### src/sv/rgb_point_operation_unit_defines.svh
// Assertion macros for the RGB point operation unit.
// Used by the top level; relies on clk_i and rst_ni being in scope.
`ifndef RGB_POINT_OPERATION_UNIT_DEFINES_SVH
`define RGB_POINT_OPERATION_UNIT_DEFINES_SVH

// Same-cycle implication, checked on every rising clock edge out of reset.
`define RPOU_ASSERT_NOW(label, ante, cons) \
  label: assert property (@(posedge clk_i) disable iff (!rst_ni) (ante) |-> (cons)) \
    else $error("rpou: same-cycle check failed");

// Next-cycle implication, checked on every rising clock edge out of reset.
`define RPOU_ASSERT_NEXT(label, ante, cons) \
  label: assert property (@(posedge clk_i) disable iff (!rst_ni) (ante) |=> (cons)) \
    else $error("rpou: next-cycle check failed");

`endif

### src/sv/rpou_pkg.sv
// Shared types and constants for the RGB point operation unit.
// Used by the lane, merge and top-level modules; depends on nothing.
`default_nettype none

package rpou_pkg;

  localparam int unsigned CH_W     = 8;
  localparam int unsigned MODE_W   = 3;
  localparam int unsigned GAIN_W   = 11;
  localparam int unsigned OFFSET_W = 9;
  localparam int unsigned CFG_W    = 11;
  localparam int unsigned NUM_CH   = 3;

  typedef enum logic [MODE_W-1:0] {
    MODE_GRAY     = 3'd0,
    MODE_SEPIA    = 3'd1,
    MODE_INVERT   = 3'd2,
    MODE_CONTRAST = 3'd3,
    MODE_BRIGHT   = 3'd4
  } mode_e;

  typedef enum logic [1:0] {
    REG_MODE   = 2'd0,
    REG_GAIN   = 2'd1,
    REG_OFFSET = 2'd2
  } reg_idx_e;

  typedef logic [9:0] coef_t;
  typedef coef_t coef_row_t [NUM_CH];

  // Sepia matrix in Q10, one row per output channel.
  localparam coef_row_t SEPIA_Q10 [NUM_CH] = '{
    '{10'd402, 10'd787, 10'd194},
    '{10'd357, 10'd702, 10'd172},
    '{10'd279, 10'd547, 10'd134}
  };

  typedef struct packed {
    logic [MODE_W-1:0]   mode;
    logic [GAIN_W-1:0]   gain;
    logic [OFFSET_W-1:0] offset;
  } lane_cfg_t;

endpackage

`default_nettype wire

### src/sv/rgb_point_operation_unit.sv
// RGB point operation unit top level: configuration registers, pipeline control,
// three channel lanes and the merge stage. Depends on rpou_pkg, rpou_lane and
// rpou_merge, and takes its assertion macros from the defines header.
//
// Usage:
//   Input channel: in_valid_i with chan_a_i, chan_b_i and chan_c_i; an item is
//   taken at a rising edge where in_valid_i is high and in_stall_o is low.
//   Output channel: out_valid_o with out_a_o, out_b_o and out_c_o; an item is
//   delivered at a rising edge where out_valid_o is high and out_stall_i is low.
//   Configuration: cfg_we_i writes cfg_data_i into register cfg_idx_i
//   (0 mode, 1 contrast gain, 2 brightness offset); other indexes are ignored.
//   The three lanes register their channel results in the lane stage, and the
//   merge stage registers the pixel. Throughput is one item per cycle while the
//   output is not stalled; each stage holds one item and moves on when the
//   stage after it is empty or emptying.
//   A stalled output holds its item; further items fill the lane stage and
//   in_stall_o rises only once both stages are full and the output is stalled.
//   Reset empties both stages and sets mode to grayscale, gain to 256 and the
//   offset to zero.
`default_nettype none

`include "rgb_point_operation_unit_defines.svh"

module rgb_point_operation_unit import rpou_pkg::*; (
  input  wire logic                clk_i,
  input  wire logic                rst_ni,
  input  wire logic                cfg_we_i,
  input  wire logic [1:0]          cfg_idx_i,
  input  wire logic [CFG_W-1:0]    cfg_data_i,
  input  wire logic                in_valid_i,
  output logic                     in_stall_o,
  input  wire logic [CH_W-1:0]     chan_a_i,
  input  wire logic [CH_W-1:0]     chan_b_i,
  input  wire logic [CH_W-1:0]     chan_c_i,
  output logic                     out_valid_o,
  input  wire logic                out_stall_i,
  output logic      [CH_W-1:0]     out_a_o,
  output logic      [CH_W-1:0]     out_b_o,
  output logic      [CH_W-1:0]     out_c_o
);

  logic [MODE_W-1:0]   mode_q;
  logic [GAIN_W-1:0]   gain_q;
  logic [OFFSET_W-1:0] offset_q;
  logic [MODE_W-1:0]   mode1_q;
  logic                v1_q, v1_d;
  logic                v2_q, v2_d;
  logic                adv1, adv2, load1, load2;
  lane_cfg_t           lane_cfg;
  logic [CH_W-1:0]     chan [NUM_CH];
  logic [CH_W-1:0]     lane_res [NUM_CH];

  always_ff @(posedge clk_i or negedge rst_ni) begin
    if (!rst_ni) begin
      mode_q   <= MODE_GRAY;
      gain_q   <= 11'd256;
      offset_q <= '0;
    end else if (cfg_we_i) begin
      case (cfg_idx_i)
        REG_MODE:   mode_q   <= cfg_data_i[MODE_W-1:0];
        REG_GAIN:   gain_q   <= cfg_data_i[GAIN_W-1:0];
        REG_OFFSET: offset_q <= cfg_data_i[OFFSET_W-1:0];
        default:    ;
      endcase
    end
  end

  always_comb begin
    adv2  = !v2_q || !out_stall_i;
    adv1  = !v1_q || adv2;
    load1 = in_valid_i && adv1;
    load2 = v1_q && adv2;
    v1_d  = adv1 ? in_valid_i : v1_q;
    v2_d  = adv2 ? v1_q : v2_q;
  end

  always_ff @(posedge clk_i or negedge rst_ni) begin
    if (!rst_ni) begin
      v1_q <= 1'b0;
      v2_q <= 1'b0;
    end else begin
      v1_q <= v1_d;
      v2_q <= v2_d;
    end
  end

  always_ff @(posedge clk_i) begin
    if (load1) begin
      mode1_q <= mode_q;
    end
  end

  assign lane_cfg = '{mode: mode_q, gain: gain_q, offset: offset_q};
  assign chan[0]  = chan_a_i;
  assign chan[1]  = chan_b_i;
  assign chan[2]  = chan_c_i;

  for (genvar g = 0; g < NUM_CH; g++) begin : g_lane
    rpou_lane u_lane (
      .clk_i    (clk_i),
      .load_i   (load1),
      .cfg_i    (lane_cfg),
      .coef_i   (SEPIA_Q10[g]),
      .chan_a_i (chan_a_i),
      .chan_b_i (chan_b_i),
      .chan_c_i (chan_c_i),
      .own_i    (chan[g]),
      .res_o    (lane_res[g])
    );
  end

  rpou_merge u_merge (
    .clk_i    (clk_i),
    .load_i   (load2),
    .mode_i   (mode1_q),
    .lane_a_i (lane_res[0]),
    .lane_b_i (lane_res[1]),
    .lane_c_i (lane_res[2]),
    .out_a_o  (out_a_o),
    .out_b_o  (out_b_o),
    .out_c_o  (out_c_o)
  );

  assign in_stall_o  = !adv1;
  assign out_valid_o = v2_q;

  `RPOU_ASSERT_NOW(a_stall_only_when_full, in_stall_o, v1_q && out_valid_o && out_stall_i)
  `RPOU_ASSERT_NEXT(a_accept_fills_lanes, in_valid_i && !in_stall_o, v1_q)
  `RPOU_ASSERT_NEXT(a_lanes_drain, v1_q && !out_valid_o, out_valid_o)
  `RPOU_ASSERT_NEXT(a_output_holds, out_valid_o && out_stall_i, out_valid_o)

endmodule

`default_nettype wire

### src/sv/rpou_lane.sv
// One channel lane: grayscale pass-through, sepia row, invert, contrast and brightness for one byte.
// Depends on rpou_pkg; the result is registered when load_i is high.
`default_nettype none

module rpou_lane import rpou_pkg::*; (
  input  wire logic            clk_i,
  input  wire logic            load_i,
  input  wire lane_cfg_t       cfg_i,
  input  wire coef_row_t       coef_i,
  input  wire logic [CH_W-1:0] chan_a_i,
  input  wire logic [CH_W-1:0] chan_b_i,
  input  wire logic [CH_W-1:0] chan_c_i,
  input  wire logic [CH_W-1:0] own_i,
  output logic      [CH_W-1:0] res_o
);

  logic [18:0]        sep_sum;
  logic [8:0]         sep_px;
  logic [CH_W-1:0]    sep_res;
  logic signed [9:0]  diff;
  logic signed [21:0] con_prod;
  logic signed [21:0] con_t;
  logic [11:0]        con_q;
  logic [CH_W-1:0]    con_res;
  logic signed [9:0]  bri_sum;
  logic [CH_W-1:0]    bri_res;
  logic [CH_W-1:0]    res_d;
  logic [CH_W-1:0]    res_q;

  always_comb begin
    sep_sum = 19'(coef_i[0]) * 19'(chan_a_i) + 19'(coef_i[1]) * 19'(chan_b_i)
            + 19'(coef_i[2]) * 19'(chan_c_i);
    sep_px  = sep_sum[18:10];
    sep_res = sep_px[8] ? 8'hFF : sep_px[7:0];
  end

  always_comb begin
    diff     = $signed({1'b0, own_i, 1'b0}) - 10'sd255;
    con_prod = $signed({{12{diff[9]}}, diff}) * $signed({11'b0, cfg_i.gain});
    con_t    = con_prod + 22'sd65280;
    con_q    = con_t[20:9];
    if (con_t[21]) begin
      con_res = '0;
    end else if (|con_q[11:8]) begin
      con_res = 8'hFF;
    end else begin
      con_res = con_q[7:0];
    end
  end

  always_comb begin
    bri_sum = $signed({2'b00, own_i}) + $signed({cfg_i.offset[8], cfg_i.offset});
    if (bri_sum[9]) begin
      bri_res = '0;
    end else if (bri_sum[8]) begin
      bri_res = 8'hFF;
    end else begin
      bri_res = bri_sum[7:0];
    end
  end

  // Grayscale passes the byte on; the merge stage forms the average.
  always_comb begin
    case (cfg_i.mode)
      MODE_SEPIA:    res_d = sep_res;
      MODE_INVERT:   res_d = ~own_i;
      MODE_CONTRAST: res_d = con_res;
      MODE_BRIGHT:   res_d = bri_res;
      default:       res_d = own_i;
    endcase
  end

  always_ff @(posedge clk_i) begin
    if (load_i) begin
      res_q <= res_d;
    end
  end

  assign res_o = res_q;

endmodule

`default_nettype wire

### src/sv/rpou_merge.sv
// Merge stage: combines the three lane results into the output pixel.
// Depends on rpou_pkg; forms the grayscale average and holds the output register.
`default_nettype none

module rpou_merge import rpou_pkg::*; (
  input  wire logic              clk_i,
  input  wire logic              load_i,
  input  wire logic [MODE_W-1:0] mode_i,
  input  wire logic [CH_W-1:0]   lane_a_i,
  input  wire logic [CH_W-1:0]   lane_b_i,
  input  wire logic [CH_W-1:0]   lane_c_i,
  output logic      [CH_W-1:0]   out_a_o,
  output logic      [CH_W-1:0]   out_b_o,
  output logic      [CH_W-1:0]   out_c_o
);

  logic [9:0]      sum;
  logic [19:0]     recip;
  logic [CH_W-1:0] gray;
  logic [CH_W-1:0] out_a_d, out_b_d, out_c_d;
  logic [CH_W-1:0] out_a_q, out_b_q, out_c_q;

  // Division by three as a multiplication by 683 / 2048, exact for sums up to 765.
  always_comb begin
    sum   = 10'(lane_a_i) + 10'(lane_b_i) + 10'(lane_c_i);
    recip = 20'(sum) * 20'd683;
    gray  = recip[18:11];
  end

  always_comb begin
    if (mode_i == MODE_GRAY) begin
      out_a_d = gray;
      out_b_d = gray;
      out_c_d = gray;
    end else begin
      out_a_d = lane_a_i;
      out_b_d = lane_b_i;
      out_c_d = lane_c_i;
    end
  end

  always_ff @(posedge clk_i) begin
    if (load_i) begin
      out_a_q <= out_a_d;
      out_b_q <= out_b_d;
      out_c_q <= out_c_d;
    end
  end

  assign out_a_o = out_a_q;
  assign out_b_o = out_b_q;
  assign out_c_o = out_c_q;

endmodule

`default_nettype wire
### config.mk
export PLATFORM = sky130hd
export DESIGN_NAME = rgb_point_operation_unit
export DESIGN_NICKNAME = d
export VERILOG_FILES = /design/src/sv/rpou_pkg.sv /design/src/sv/rgb_point_operation_unit.sv /design/src/sv/rpou_lane.sv /design/src/sv/rpou_merge.sv
export VERILOG_INCLUDE_DIRS = /design/src /design/src/sv
export SDC_FILE = /design/constraint.sdc
export NUM_CORES = 2
export LEC_CHECK = 0
export BUFFER_PORTS_ARGS = -buffer_cell sky130_fd_sc_hd__buf_4
export CAP_MARGIN = 0
export CORE_MARGIN = 1
export CORE_UTILIZATION = 60
export DETAILED_ROUTE_END_ITERATION = 10
export PLACE_DENSITY_LB_ADDON = 0.08
export SLEW_MARGIN = 25
export SYNTH_ARGS = -nofsm -noshare
export SYNTH_HDL_FRONTEND = slang
export SYNTH_SLANG_ARGS = --single-unit
### constraint.sdc
create_clock -name clk_i -period 8 [get_ports clk_i]
set_input_delay 1.2 -clock clk_i [delete_from_list [all_inputs] [get_ports clk_i]]
set_output_delay 1.2 -clock clk_i [all_outputs]
set_load 0.05 [all_outputs]
==> qor.csv <==
stage,metric,value,unit
run_status,status,"complete, but fails checks",
run_status,violations,DRC,
yosys,async_reset_ff_share,32.9,%
yosys,synth_ff_type,edfxtp_1,
yosys,synth-edff-count,51,
finish,nets,4310,
detailed_routing,totalWireLength,76000,µm
run,maxCapViolCount,0,
yosys,ys_types,80,
yosys,syn_inst,3178,
global_routing,grt_max_degree,33,
yosys,synth-seq-cells,76,
setup_path,required,8.09,ns
yosys,yosysSeqAreaShare,7.52,%
timing,min_period_over_period,96.0,%
floorplan,start_util,61.3,%
finish,final_cell_area,30500,µm²
yosys,syn_avg_cell_area,9.03,µm²
yosys,yosys-top-cells-area,"ha_1 28%, fa_1 27%, inv_1 9.4%",
setup_path,cp-end-kind,register,
finish,layout_common_cells,"722 x inv_1, 650 x ha_1, 380 x fa_1",
global_routing,overflow,0,
setup_path,cp.depth,24,
detailed_routing,via_count,22053,
detailed_routing,first_iter_violations,1226,
clock_network,cts_hold_buf,0,
placement,hpwl,64700,µm
clock_network,htree_levels,3,
placement,placed_area,30100,µm²
detailed_routing,vias_per_cell,5.73,
setup_path,crit_type,in2reg,
yosys,yosysTopAreaCellShare,28.4,%
floorplan,die_h,221,µm
clock_network,clk_latency,0.35,ns
clock_network,cts_made_buffers,9,
timing,finalMaxSlewViolations,0,
finish,area_growth,6.17,%
global_routing,track_usage,32.6,%
clock_network,root_buffer,clkbuf_16,
yosys,mappedNetlistArea,28700,µm²
global_routing,antenna_found_initial,0,
setup_path,max_stage_delay,0.56,ns
placement,io_buffers,67,
setup_path,startpoint_type,input port,
clock_network,cts_tree,done,
timing,setup_viol,0,
floorplan,die_w,221,µm
timing,worstMarginPinSlew,1.15,ns
timing,finClkSkew,0.00868,ns
yosys,ys_warn_count,0,
placement,place.gp.congestion,0.946,
yosys,syn_nets,4251,
floorplan,rows,79,
detailed_routing,drtAntennaViolNets,0,
clock_network,clockBufferDepth,2,
floorplan,core_area,46900,µm²
timing,final.min_clock_period,7.68,ns
setup_path,crit_buf_inv,3,
finish,antenna-diode-count,0,
clock_network,cts.clk_slew.worst_paths,0.06,ns
timing,hold_viol_final,0,
setup_path,cp_cell_sequence,"buf_4, ha_1, ha_1, ha_1, fa_1, xor2_1, fa_1, ha_1, inv_1, fa_1, fa_1, fa_1, inv_1, ha_1, o21a_1, o21a_1, o22a_1, o21ai_1, o22ai_1, a311o_1, a21oi_1, xnor2_1, o21ai_2, o32a_1",
yosys,yosysTopAreaCell,ha_1,
detailed_routing,remaining_drc_errors,7,
detailed_routing,dr.pass1.iters,8,
finish,final_common_cell,inv_1,
floorplan,dieArea,48700,µm²
finish,drive_gt1_share,6.69,%
setup_path,reg2reg_depth,30,
global_routing,grt_pass1_vias,22899,
worst_hold_path,hold_class,reg2reg,
setup_path,cp_slowest_cell,fa_1,
worst_hold_path,hold_path_depth,1,
global_routing,grt_pass1_wl,122000,µm
setup_path,cp_data_arrival_time,7.77,ns
setup_path,critPathTopFamily,adder cells,
detailed_routing,wl_per_cell,19.7,µm
timing,relSlewSlack,22.7,%
floorplan,ios,68,
clock_network,cts.sinks,76,
setup_path,cp_max_fo,4,
timing,fmax,130,MHz
-- through the flow --
| stage | cells | setup WS [ns] | hold slack (ns) | setup TNS (ns) | utilization (%) |
|---|---|---|---|---|---|
| after global placement | 3833 | 0.115 | 0.464 | 0 | 64.2 |
| final | 3849 | 0.322 | 0.495 | 0 | 65.0 |
| after floorplan | 3178 | 0.462 | 0.423 | 0 | - |
| after CTS | 3849 | 0.361 | 0.500 | 0 | 65.0 |
| after global routing | 3849 | -0.00401 | 0.509 | -0.00401 | 65.0 |
| after detailed placement | 3833 | 0.0104 | 0.475 | 0 | 64.3 |
-- cell families after synthesis --
kind of cell	after synthesis	synth area share (%)
XOR/XNOR	151	4.66
AO/OA/AOI/OAI	483	11.1
flip-flops	76	7.52
adder cells (fa/ha/maj)	1032	54.9
multiplexers	23	0.898
AND/OR/NAND/NOR	613	10.5
buffers and inverters	800	10.5
-- final cells by class --
type | instances | area, µm²
timing repair buffer | 123 | 923
multi-input combinational | 2302 | 23600
tap | 607 | 759
sequential | 76 | 2160
fill | 4048 | 16400
clock buffer | 9 | 225
clock inverter | 7 | 103
inverter | 725 | 2720
-- routing by layer --
metal	up-vias	GRT usage [%]	routed length, µm
met5	-	0	0
met4	0	12.1	3100
met3	136	2.90	3550
met2	558	55.6	36100
met1	10941	42.9	33200
li1	10418	-	-
-- worst register-to-register path: cells and delay by family, from the launching register on --
family,cells,cell delay [ns]
adders and majority gates,9,3.43
DFF,1,0.48
xor gates and xnor gates,2,0.40
buffers and inverters,6,0.48
AOI/OAI and AO/OA,13,2.34
-- synthesized netlist by cell type, types with 7 or more instances --
cell,n
inv_1,722
ha_1,651
fa_1,380
nand2_1,230
a21oi_1,119
o21ai_0,103
xnor2_1,103
nor2_1,100
and2_1,96
clkbuf_1,73
a21o_1,71
edfxtp_1,51
xor2_1,47
or2_2,35
nor3_1,33
o21a_1,32
o21bai_1,25
dfrtp_1,24
nor2b_1,24
mux2_2,22
a211oi_1,20
nand2b_1,19
nand3_1,16
a31oi_1,15
or3_1,13
o211ai_1,12
a21boi_0,11
nand4_1,11
o2111ai_1,7
-- sequential cells by signal, indices dropped and copies added (netlist names) --
signal	flops
g_lane.u_lane.res_o	24
gain_q	11
mode1_q	3
mode_q	3
offset_q	9
out_valid_o	1
u_merge.out_a_o	8
u_merge.out_b_o	8
u_merge.out_c_o	8
v1_q	1
-- path summary, 6_finish.rpt --
check	from	endpoint	slack, ns
setup / recovery	chan_c_i[1]	g_lane[0].u_lane.res_o[1]	0.32
hold / removal	v1_q	out_valid_o	0.50
hold reg to reg	v1_q	out_valid_o	0.50
max in group asynchronous	rst_ni	gain_q[8]	6.93
min in group asynchronous	rst_ni	v1_q	0.76
setup reg to reg	g_lane[1].u_lane.res_o[0]	u_merge.out_a_o[6]	0.59
-- timing repair --
action	in CTS	in global routing
gates resized for setup	0	8
buffers inserted	0	0
setup endpoints to repair	0	14
Power is left out: the tool's default activity adds up to more than one toggle a clock period on the data nets, which glitch-free logic cannot reach.
